==> config.mk <==
export PLATFORM = sky130hd
export DESIGN_NAME = alpha_blend_blit_clipped
export DESIGN_NICKNAME = d
export VERILOG_FILES = /design/src/rtl/abbc_pkg.sv /design/src/rtl/abbc_walker.sv /design/src/rtl/abbc_blend.sv /design/src/rtl/alpha_blend_blit_clipped.sv
export SDC_FILE = /design/constraint.sdc
export NUM_CORES = 2
export LEC_CHECK = 0
export ABC_AREA = 0
export CORE_AREA = 8 8 279 281
export DETAILED_ROUTE_END_ITERATION = 12
export DIE_AREA = 0 0 287 289
export DONT_BUFFER_PORTS = 1
export SYNTH_ARGS = -nofsm -noshare
export SYNTH_HDL_FRONTEND = slang
export SYNTH_HIERARCHICAL = 1
export SYNTH_SLANG_ARGS = --single-unit
==> constraint.sdc <==
create_clock -name clock -period 8 [get_ports clock]
set_clock_uncertainty 0.15 [all_clocks]
set_input_delay 0.4 -clock clock [delete_from_list [all_inputs] [get_ports clock]]
set_output_delay 0.4 -clock clock [all_outputs]
set_load 0.02 [all_outputs]
==> src/rtl/abbc_pkg.sv <==
`timescale 1ns / 1ps
// ----------------------------------------------------------------------------
// abbc_pkg
// Shared types, register indexes and constants for the clipped alpha blit.
// ----------------------------------------------------------------------------
package abbc_pkg;

   localparam int DEFAULT_MAX_DIM = 4096;

   localparam int REG_W      = 13;   // width of every configuration register
   localparam int CSR_IDX_W  = 3;
   localparam int SRC_W      = 32;
   localparam int DST_W      = 24;
   localparam int ADDR_W     = 24;
   localparam int PIX_W      = 24;
   localparam int CHAN_W     = 8;
   localparam int REQ_DATA_W = 56;   // 32 + 24, whole bytes
   localparam int RSP_DATA_W = 48;   // 24 + 24, whole bytes

   localparam logic [CHAN_W-1:0] ALPHA_MAX  = 8'hFF;
   localparam logic [15:0]       ROUND_BIAS = 16'd127;

   typedef enum logic [CSR_IDX_W-1:0] {
      REG_DEST_WIDTH    = 3'd0,
      REG_DEST_HEIGHT   = 3'd1,
      REG_DEST_PITCH    = 3'd2,
      REG_SPRITE_WIDTH  = 3'd3,
      REG_SPRITE_HEIGHT = 3'd4,
      REG_ORIGIN_X      = 3'd5,
      REG_ORIGIN_Y      = 3'd6
   } csr_index_type;

   typedef struct packed {
      logic [REG_W-1:0] dest_width;
      logic [REG_W-1:0] dest_height;
      logic [REG_W-1:0] dest_pitch;
      logic [REG_W-1:0] sprite_width;
      logic [REG_W-1:0] sprite_height;
      logic [REG_W-1:0] origin_x;     // two's complement
      logic [REG_W-1:0] origin_y;     // two's complement
   } cfg_type;

   localparam cfg_type CFG_RESET = '{
      dest_width:    13'd640,
      dest_height:   13'd480,
      dest_pitch:    13'd640,
      sprite_width:  13'd64,
      sprite_height: 13'd64,
      origin_x:      13'd0,
      origin_y:      13'd0
   };

   // Placement of one pixel; row and col only meaningful when visible is set.
   typedef struct packed {
      logic             visible;
      logic             last;
      logic [REG_W-1:0] row;
      logic [REG_W-1:0] col;
   } pos_type;

endpackage

==> src/rtl/abbc_walker.sv <==
`timescale 1ns / 1ps
// ----------------------------------------------------------------------------
// abbc_walker
// Column / stored-row counters with vertical flip, origin offset and clip test.
// ----------------------------------------------------------------------------
module abbc_walker #(
   parameter int MAX_DIM = abbc_pkg::DEFAULT_MAX_DIM
) (
   input  logic              clock,
   input  logic              reset,
   input  abbc_pkg::cfg_type cfg,
   input  logic              advance,
   output abbc_pkg::pos_type pos
);
   import abbc_pkg::*;

   localparam int CW = $clog2(MAX_DIM);
   localparam int DW = $clog2(MAX_DIM + 1);
   localparam int EW = (DW > REG_W) ? DW : REG_W;
   localparam int SW = EW + 2;

   logic [CW-1:0] col_cnt_ff, col_cnt_in;
   logic [CW-1:0] row_cnt_ff, row_cnt_in;

   logic [EW-1:0] w_raw, h_raw, w_eff, h_eff;
   logic          end_row, end_sprite;
   logic signed [SW-1:0] col_s, row_s;

   assign w_raw = EW'(cfg.sprite_width);
   assign h_raw = EW'(cfg.sprite_height);

   always_comb begin
      if (w_raw == '0) begin
         w_eff = EW'(1);
      end else if (w_raw > EW'(MAX_DIM)) begin
         w_eff = EW'(MAX_DIM);
      end else begin
         w_eff = w_raw;
      end
      if (h_raw == '0) begin
         h_eff = EW'(1);
      end else if (h_raw > EW'(MAX_DIM)) begin
         h_eff = EW'(MAX_DIM);
      end else begin
         h_eff = h_raw;
      end
   end

   assign end_row    = EW'(col_cnt_ff) >= (w_eff - EW'(1));
   assign end_sprite = end_row && (EW'(row_cnt_ff) >= (h_eff - EW'(1)));

   // rows arrive bottom-up: destination row = origin_y + H - 1 - stored row
   assign col_s = SW'($signed(cfg.origin_x)) + $signed(SW'(col_cnt_ff));
   assign row_s = SW'($signed(cfg.origin_y)) + $signed(SW'(h_eff))
                  - $signed(SW'(1)) - $signed(SW'(row_cnt_ff));

   always_comb begin
      pos.visible = !col_s[SW-1] && !row_s[SW-1]
                    && (col_s < $signed(SW'(cfg.dest_width)))
                    && (row_s < $signed(SW'(cfg.dest_height)));
      pos.last    = end_sprite;
      pos.row     = row_s[REG_W-1:0];
      pos.col     = col_s[REG_W-1:0];
   end

   always_comb begin
      col_cnt_in = col_cnt_ff;
      row_cnt_in = row_cnt_ff;
      if (advance) begin
         if (end_row) begin
            col_cnt_in = '0;
            row_cnt_in = end_sprite ? '0 : row_cnt_ff + CW'(1);
         end else begin
            col_cnt_in = col_cnt_ff + CW'(1);
         end
      end
   end

   always_ff @(posedge clock) begin
      if (reset) begin
         col_cnt_ff <= '0;
         row_cnt_ff <= '0;
      end else begin
         col_cnt_ff <= col_cnt_in;
         row_cnt_ff <= row_cnt_in;
      end
   end

endmodule

==> src/rtl/abbc_blend.sv <==
`timescale 1ns / 1ps
// ----------------------------------------------------------------------------
// abbc_blend
// Per-channel alpha blend, rounded: floor(((255-a)*d + a*s + 127) / 255).
// ----------------------------------------------------------------------------
module abbc_blend (
   input  logic [abbc_pkg::SRC_W-1:0] src,
   input  logic [abbc_pkg::DST_W-1:0] dst,
   output logic [abbc_pkg::PIX_W-1:0] pix
);
   import abbc_pkg::*;

   logic [CHAN_W-1:0] alpha, inv_alpha;

   assign alpha     = src[31:24];
   assign inv_alpha = ALPHA_MAX - alpha;

   for (genvar ch = 0; ch < 3; ch++) begin : g_chan
      logic [15:0] prod_s, prod_d, sum;
      logic [16:0] approx;

      assign prod_s = alpha * src[ch*CHAN_W +: CHAN_W];
      assign prod_d = inv_alpha * dst[ch*CHAN_W +: CHAN_W];
      assign sum    = prod_s + prod_d + ROUND_BIAS;   // at most 65152
      // exact x/255 for 16-bit x up to 65534: (x + (x >> 8) + 1) >> 8
      assign approx = 17'(sum) + 17'(sum[15:8]) + 17'd1;
      assign pix[ch*CHAN_W +: CHAN_W] = approx[15:8];
   end

endmodule

==> src/rtl/alpha_blend_blit_clipped.sv <==
`timescale 1ns / 1ps
// ----------------------------------------------------------------------------
// alpha_blend_blit_clipped
// Sprite blit stage: bottom-up row flip, origin placement, clipping, blend.
// ----------------------------------------------------------------------------
// Takes one request per clock while the output is not stalled and returns one
// result per request; each result passes from the input register into the
// result register and so to the rsp port. The column/row counters in the
// walker step once per accepted request; blend and address multiply sit in
// the second stage.
// Clipped pixels come out with write_enable low and zero address and pixel;
// tlast marks the final pixel of the sprite. csr_ready is always high.
// Write configuration only while no requests are in flight.
module alpha_blend_blit_clipped #(
   parameter int MAX_DIM = abbc_pkg::DEFAULT_MAX_DIM
) (
   input  logic                                clock,
   input  logic                                reset,
   // req_tdata: source_pixel [31:0], dest_pixel [55:32]
   input  logic                                req_tvalid,
   output logic                                req_tready,
   input  logic [abbc_pkg::REQ_DATA_W-1:0]     req_tdata,
   // rsp_tdata: dest_address [23:0], blended_pixel [47:24]
   output logic                                rsp_tvalid,
   input  logic                                rsp_tready,
   output logic [abbc_pkg::RSP_DATA_W-1:0]     rsp_tdata,
   // rsp_tuser: write_enable [0]
   output logic                                rsp_tuser,
   output logic                                rsp_tlast,
   input  logic                                csr_valid,
   output logic                                csr_ready,
   input  logic [abbc_pkg::CSR_IDX_W-1:0]      csr_index,
   input  logic [abbc_pkg::REG_W-1:0]          csr_data
);
   import abbc_pkg::*;

   cfg_type cfg_ff, cfg_in;
   pos_type pos;

   logic              s1_valid_ff, s1_valid_in;
   logic [SRC_W-1:0]  s1_src_ff;
   logic [DST_W-1:0]  s1_dst_ff;
   pos_type           s1_pos_ff;

   logic              out_valid_ff, out_valid_in;
   logic              out_we_ff;
   logic              out_last_ff;
   logic [ADDR_W-1:0] out_addr_ff, out_addr_in;
   logic [PIX_W-1:0]  out_pix_ff, out_pix_in;

   logic              s1_adv, s2_adv, req_accept;
   logic [PIX_W-1:0]  blend_pix;
   logic [2*REG_W-1:0] row_prod;
   logic [2*REG_W:0]   addr_full;

   // configuration
   assign csr_ready = 1'b1;

   always_comb begin
      cfg_in = cfg_ff;
      if (csr_valid) begin
         case (csr_index_type'(csr_index))
            REG_DEST_WIDTH:    cfg_in.dest_width    = csr_data;
            REG_DEST_HEIGHT:   cfg_in.dest_height   = csr_data;
            REG_DEST_PITCH:    cfg_in.dest_pitch    = csr_data;
            REG_SPRITE_WIDTH:  cfg_in.sprite_width  = csr_data;
            REG_SPRITE_HEIGHT: cfg_in.sprite_height = csr_data;
            REG_ORIGIN_X:      cfg_in.origin_x      = csr_data;
            REG_ORIGIN_Y:      cfg_in.origin_y      = csr_data;
            default:           cfg_in = cfg_ff;
         endcase
      end
   end

   always_ff @(posedge clock) begin
      if (reset) begin
         cfg_ff <= CFG_RESET;
      end else begin
         cfg_ff <= cfg_in;
      end
   end

   // pipeline flow
   assign s2_adv      = !out_valid_ff || rsp_tready;
   assign s1_adv      = !s1_valid_ff || s2_adv;
   assign req_tready  = s1_adv;
   assign req_accept  = req_tvalid && req_tready;
   assign s1_valid_in = s1_adv ? req_tvalid : s1_valid_ff;
   assign out_valid_in = s2_adv ? s1_valid_ff : out_valid_ff;

   abbc_walker #(
      .MAX_DIM (MAX_DIM)
   ) u_walker (
      .clock   (clock),
      .reset   (reset),
      .cfg     (cfg_ff),
      .advance (req_accept),
      .pos     (pos)
   );

   always_ff @(posedge clock) begin
      if (reset) begin
         s1_valid_ff <= 1'b0;
      end else begin
         s1_valid_ff <= s1_valid_in;
      end
   end

   always_ff @(posedge clock) begin
      if (s1_adv) begin
         s1_src_ff <= req_tdata[SRC_W-1:0];
         s1_dst_ff <= req_tdata[SRC_W +: DST_W];
         s1_pos_ff <= pos;
      end
   end

   // blend and address
   abbc_blend u_blend (
      .src (s1_src_ff),
      .dst (s1_dst_ff),
      .pix (blend_pix)
   );

   assign row_prod  = s1_pos_ff.row * cfg_ff.dest_pitch;
   assign addr_full = (2*REG_W+1)'(row_prod) + (2*REG_W+1)'(s1_pos_ff.col);

   always_comb begin
      if (s1_pos_ff.visible) begin
         out_addr_in = addr_full[ADDR_W-1:0];
         out_pix_in  = blend_pix;
      end else begin
         out_addr_in = '0;
         out_pix_in  = '0;
      end
   end

   always_ff @(posedge clock) begin
      if (reset) begin
         out_valid_ff <= 1'b0;
      end else begin
         out_valid_ff <= out_valid_in;
      end
   end

   always_ff @(posedge clock) begin
      if (s2_adv) begin
         out_we_ff   <= s1_pos_ff.visible;
         out_last_ff <= s1_pos_ff.last;
         out_addr_ff <= out_addr_in;
         out_pix_ff  <= out_pix_in;
      end
   end

   assign rsp_tvalid = out_valid_ff;
   assign rsp_tdata  = {out_pix_ff, out_addr_ff};
   assign rsp_tuser  = out_we_ff;
   assign rsp_tlast  = out_last_ff;

endmodule

==> results.txt <==
----------------------------------------------------
[Status]
  Status ... finished, final reports clean

[Finish]
  Leading cell type in the layout, fill and taps excluded ... inv_1
  Core occupancy in the finished layout ... 48.83%
  Fin nets ... 4451
  Area Growth Syn to Fin ... 9.731%
  Fill cells ... 7053
  Share of cells above drive strength 1 ... 5.272%
  Highest-count cells in the layout ignoring fill and taps ... 612 x inv_1, 453 x fa_1, 425 x nand2_1
  Final standard cell count with taps included and fillers excluded ... 4577

[Place]
  Number of instances in the placed design ... 4422
  Weighted congestion reported at the end of routability-driven placement ... 0.8319
  Detailed-placement wirelength estimate ... 60220 µm
  I/O Buffers ... 0

[Routing]
  Count of antenna-violating nets left after detailed routing ... 0
  Wire length after detailed routing ... 78150 µm
  Routed length per instance ... 17.07 µm
  First-pass iteration count of the detailed router ... 5
  Vias per Instance ... 5.108
  Vias after detailed routing ... 23379
  Number of remaining DRC errors ... 0
  Initial drt markers ... 1208

[STA]
  Worst hold margin ... 57.94 ps
  Worst-margin pin slew ... 1063 ps
  Normalized max-slew margin ... 28.69%
  Period minus WS final ... 7671 ps
  RSZ-0062 raised after global routing ... true
  Number of max-slew violations in the final report ... 0
  Upper clock frequency limit ... 130.4 MHz
  Final hold vios ... 0
  Fraction of the cycle the final worst path needs ... 95.88%
  Final setup violation count ... 0

[Run]
  Count of max-cap constraint violations ... 0

[Critical path]
  Critical Path Sink Type ... flip-flop
  Top cell by count, worst path ... fa_1
  Critical Path Max Stage Delay ... 540 ps
  Required time of the critical path ... 8220 ps
  CP Max Fanout ... 36
  CP startpoint kind ... flip-flop
  Kind of critical path ... flip-flop to flip-flop
  Data arrival time of the worst path ... 7890 ps
  Worst path slowest cell ... fa_1

[Synthesis]
  Post-synthesis async set-or-reset flop share ... 0%
  Distinct cells, synth ... 106
  Count of flip-flops with a built-in enable after synthesis ... 134
  Sequential-to-total area share from yosys stat ... 19.45%
  Synth Instances ... 3526
  Nets in the synthesized netlist ... 4398
  Yosys synthesis warning count ... 6
  Most used flip-flop cell after synthesis ... edfxtp_1
  Syn Area/Cell ... 9.284 µm²
  Mapped Area ... 32740 µm²
  Synthesis-stage register bit count ... 251

[Clock network]
  Number of clock buffers inserted by TritonCTS ... 31
  Number of clock sinks ... 251
  Longest Clk Path Bufs ... 3
  Number of levels in the clock H-tree ... 1
  Clock tree from TritonCTS ... done
  Clock network latency to the later pin of the worst-skew pair ... 620 ps
  Cell at the root of the clock tree ... clkbuf_16
  Clk pin slew, worst setup/hold paths ... 60 ps

[GRT]
  Total congestion overflow ... 0
  Aggregate global-route resource usage ... 19.16%
  Vias in the first global route ... 24136
  Pin count of the biggest net entering global routing ... 108
  Wire length of the first global-routing pass ... 130300 µm
  Number of antenna violations at the first check in global routing ... 6

[Floorplanning]
  DIE AREA ... 82940 µm²
  Die outline height ... 289 µm
  Top-level port count ... 130
  Core Area ... 73570 µm²
  Num rows ... 100
  Initial core utilization ... 44.50%
  DIE WIDTH ... 287 µm

[Min path]
  Worst Hold Class ... input port to flip-flop

----------------------------------------------------
-- cell usage after synthesis (all sizes together) (17+ instances only) --
master  number  area [µm²]
o21ai       65       340.3
nand2b     104       650.6
o21a        22       165.2
and2       222        1391
nor3        47       271.5
nand4       18       112.6
nand2      427        1605
o211ai      17       161.4
fa         453        9069
ha         342        4279
clkbuf      98       367.9
inv        613        2301
edfxtp     134        4024
nand3       56       290.3
xor2        36       315.3
nor2       120       480.5
a21o        31       232.7
dfxtp      117        2342
xnor2       87       769.5
a211oi      17       137.6
nor2b      122       763.2
a21oi      165       859.6
-- registers in the layout (all words and copies together) (netlist names) --
| name | cells |
|---|---|
| cfg_ff | 91 |
| out_pix_ff | 24 |
| out_addr_ff | 24 |
| rsp_tvalid | 1 |
| s1_pos_ff | 28 |
| s1_src_ff | 32 |
| s1_dst_ff | 24 |
| u_walker/row_cnt_ff | 12 |
| s1_valid_ff | 1 |
| rsp_tlast | 1 |
| rsp_tuser | 1 |
| u_walker/col_cnt_ff | 12 |
-- cell families (layout without fill, tap and decap cells) --
group	Yosys count	after routing	synth area share, %
adder cells (fa/ha/maj)	796	796	40.81
XOR/XNOR	124	124	3.383
AND/OR/NAND/NOR	1200	1200	18.86
AO/OA/AOI/OAI	416	416	8.588
buffers and inverters	727	805	8.550
flip-flops	251	251	19.45
multiplexers	11	11	0.3554
other	1	5	0.01146
-- layer usage --
metal | track usage, % | wire length (µm)
met5 | 0 | 13
met4 | 3.597 | 1285
met3 | 2.415 | 3588
met2 | 31.33 | 35430
met1 | 27.35 | 37830
-- path summary, 6_finish.rpt --
check                                   start            end  slack (ps)  cells past startpoint
worst min-delay path                    reset    s1_valid_ff          60                      2
worst max-delay path            s1_src_ff[27]  out_pix_ff[7]         330                     28
worst max register to register  s1_src_ff[27]  out_pix_ff[7]         330                     28
worst min register to register  s1_pos_ff[26]      rsp_tlast         280                      0
-- per-stage QoR --
stage	setup TNS (ps)	cell area (µm²)	worst slack [ps]
floorplan	0	32740	338.7
global placement	0	33820	258.6
detailed placement	0	33820	172.9
CTS	0	35750	60.48
global route	-147.5	35920	-68.81
finish	0	35920	329.4
-- layout make-up --
type | instances | area (µm²) | share of cell area, %
clock inverter | 25 | 287.8 | 0.8011
timing repair buffer | 133 | 1271 | 3.539
clock buffer | 33 | 803.3 | 2.236
tap | 969 | 1212 | 3.375
antenna | 4 | 10.01 | 0.02786
inverter | 614 | 2305 | 6.416
multi-input combinational | 2548 | 23670 | 65.88
sequential | 251 | 6366 | 17.72
-- critical path, delay by kind of cell, from the launching register on --
kind,cells,cell delay [ps]
adders and majority gates,8,3780
and+or+nand+nor,8,1570
AOI/OAI and AO/OA,5,890
DFF,1,410
buffers and inverters,5,390
xor gates and xnor gates,2,210
-- timing repair --
item	in CTS	in global routing
buffers inserted	0	11
endpoints found under the hold margin	161	0
resized for setup	0	19
hold buffers	82	0
setup endpoints to repair	0	24
Power is not shown: default switching activity piles up to over one toggle a cycle in this logic, so the estimate is an artifact.
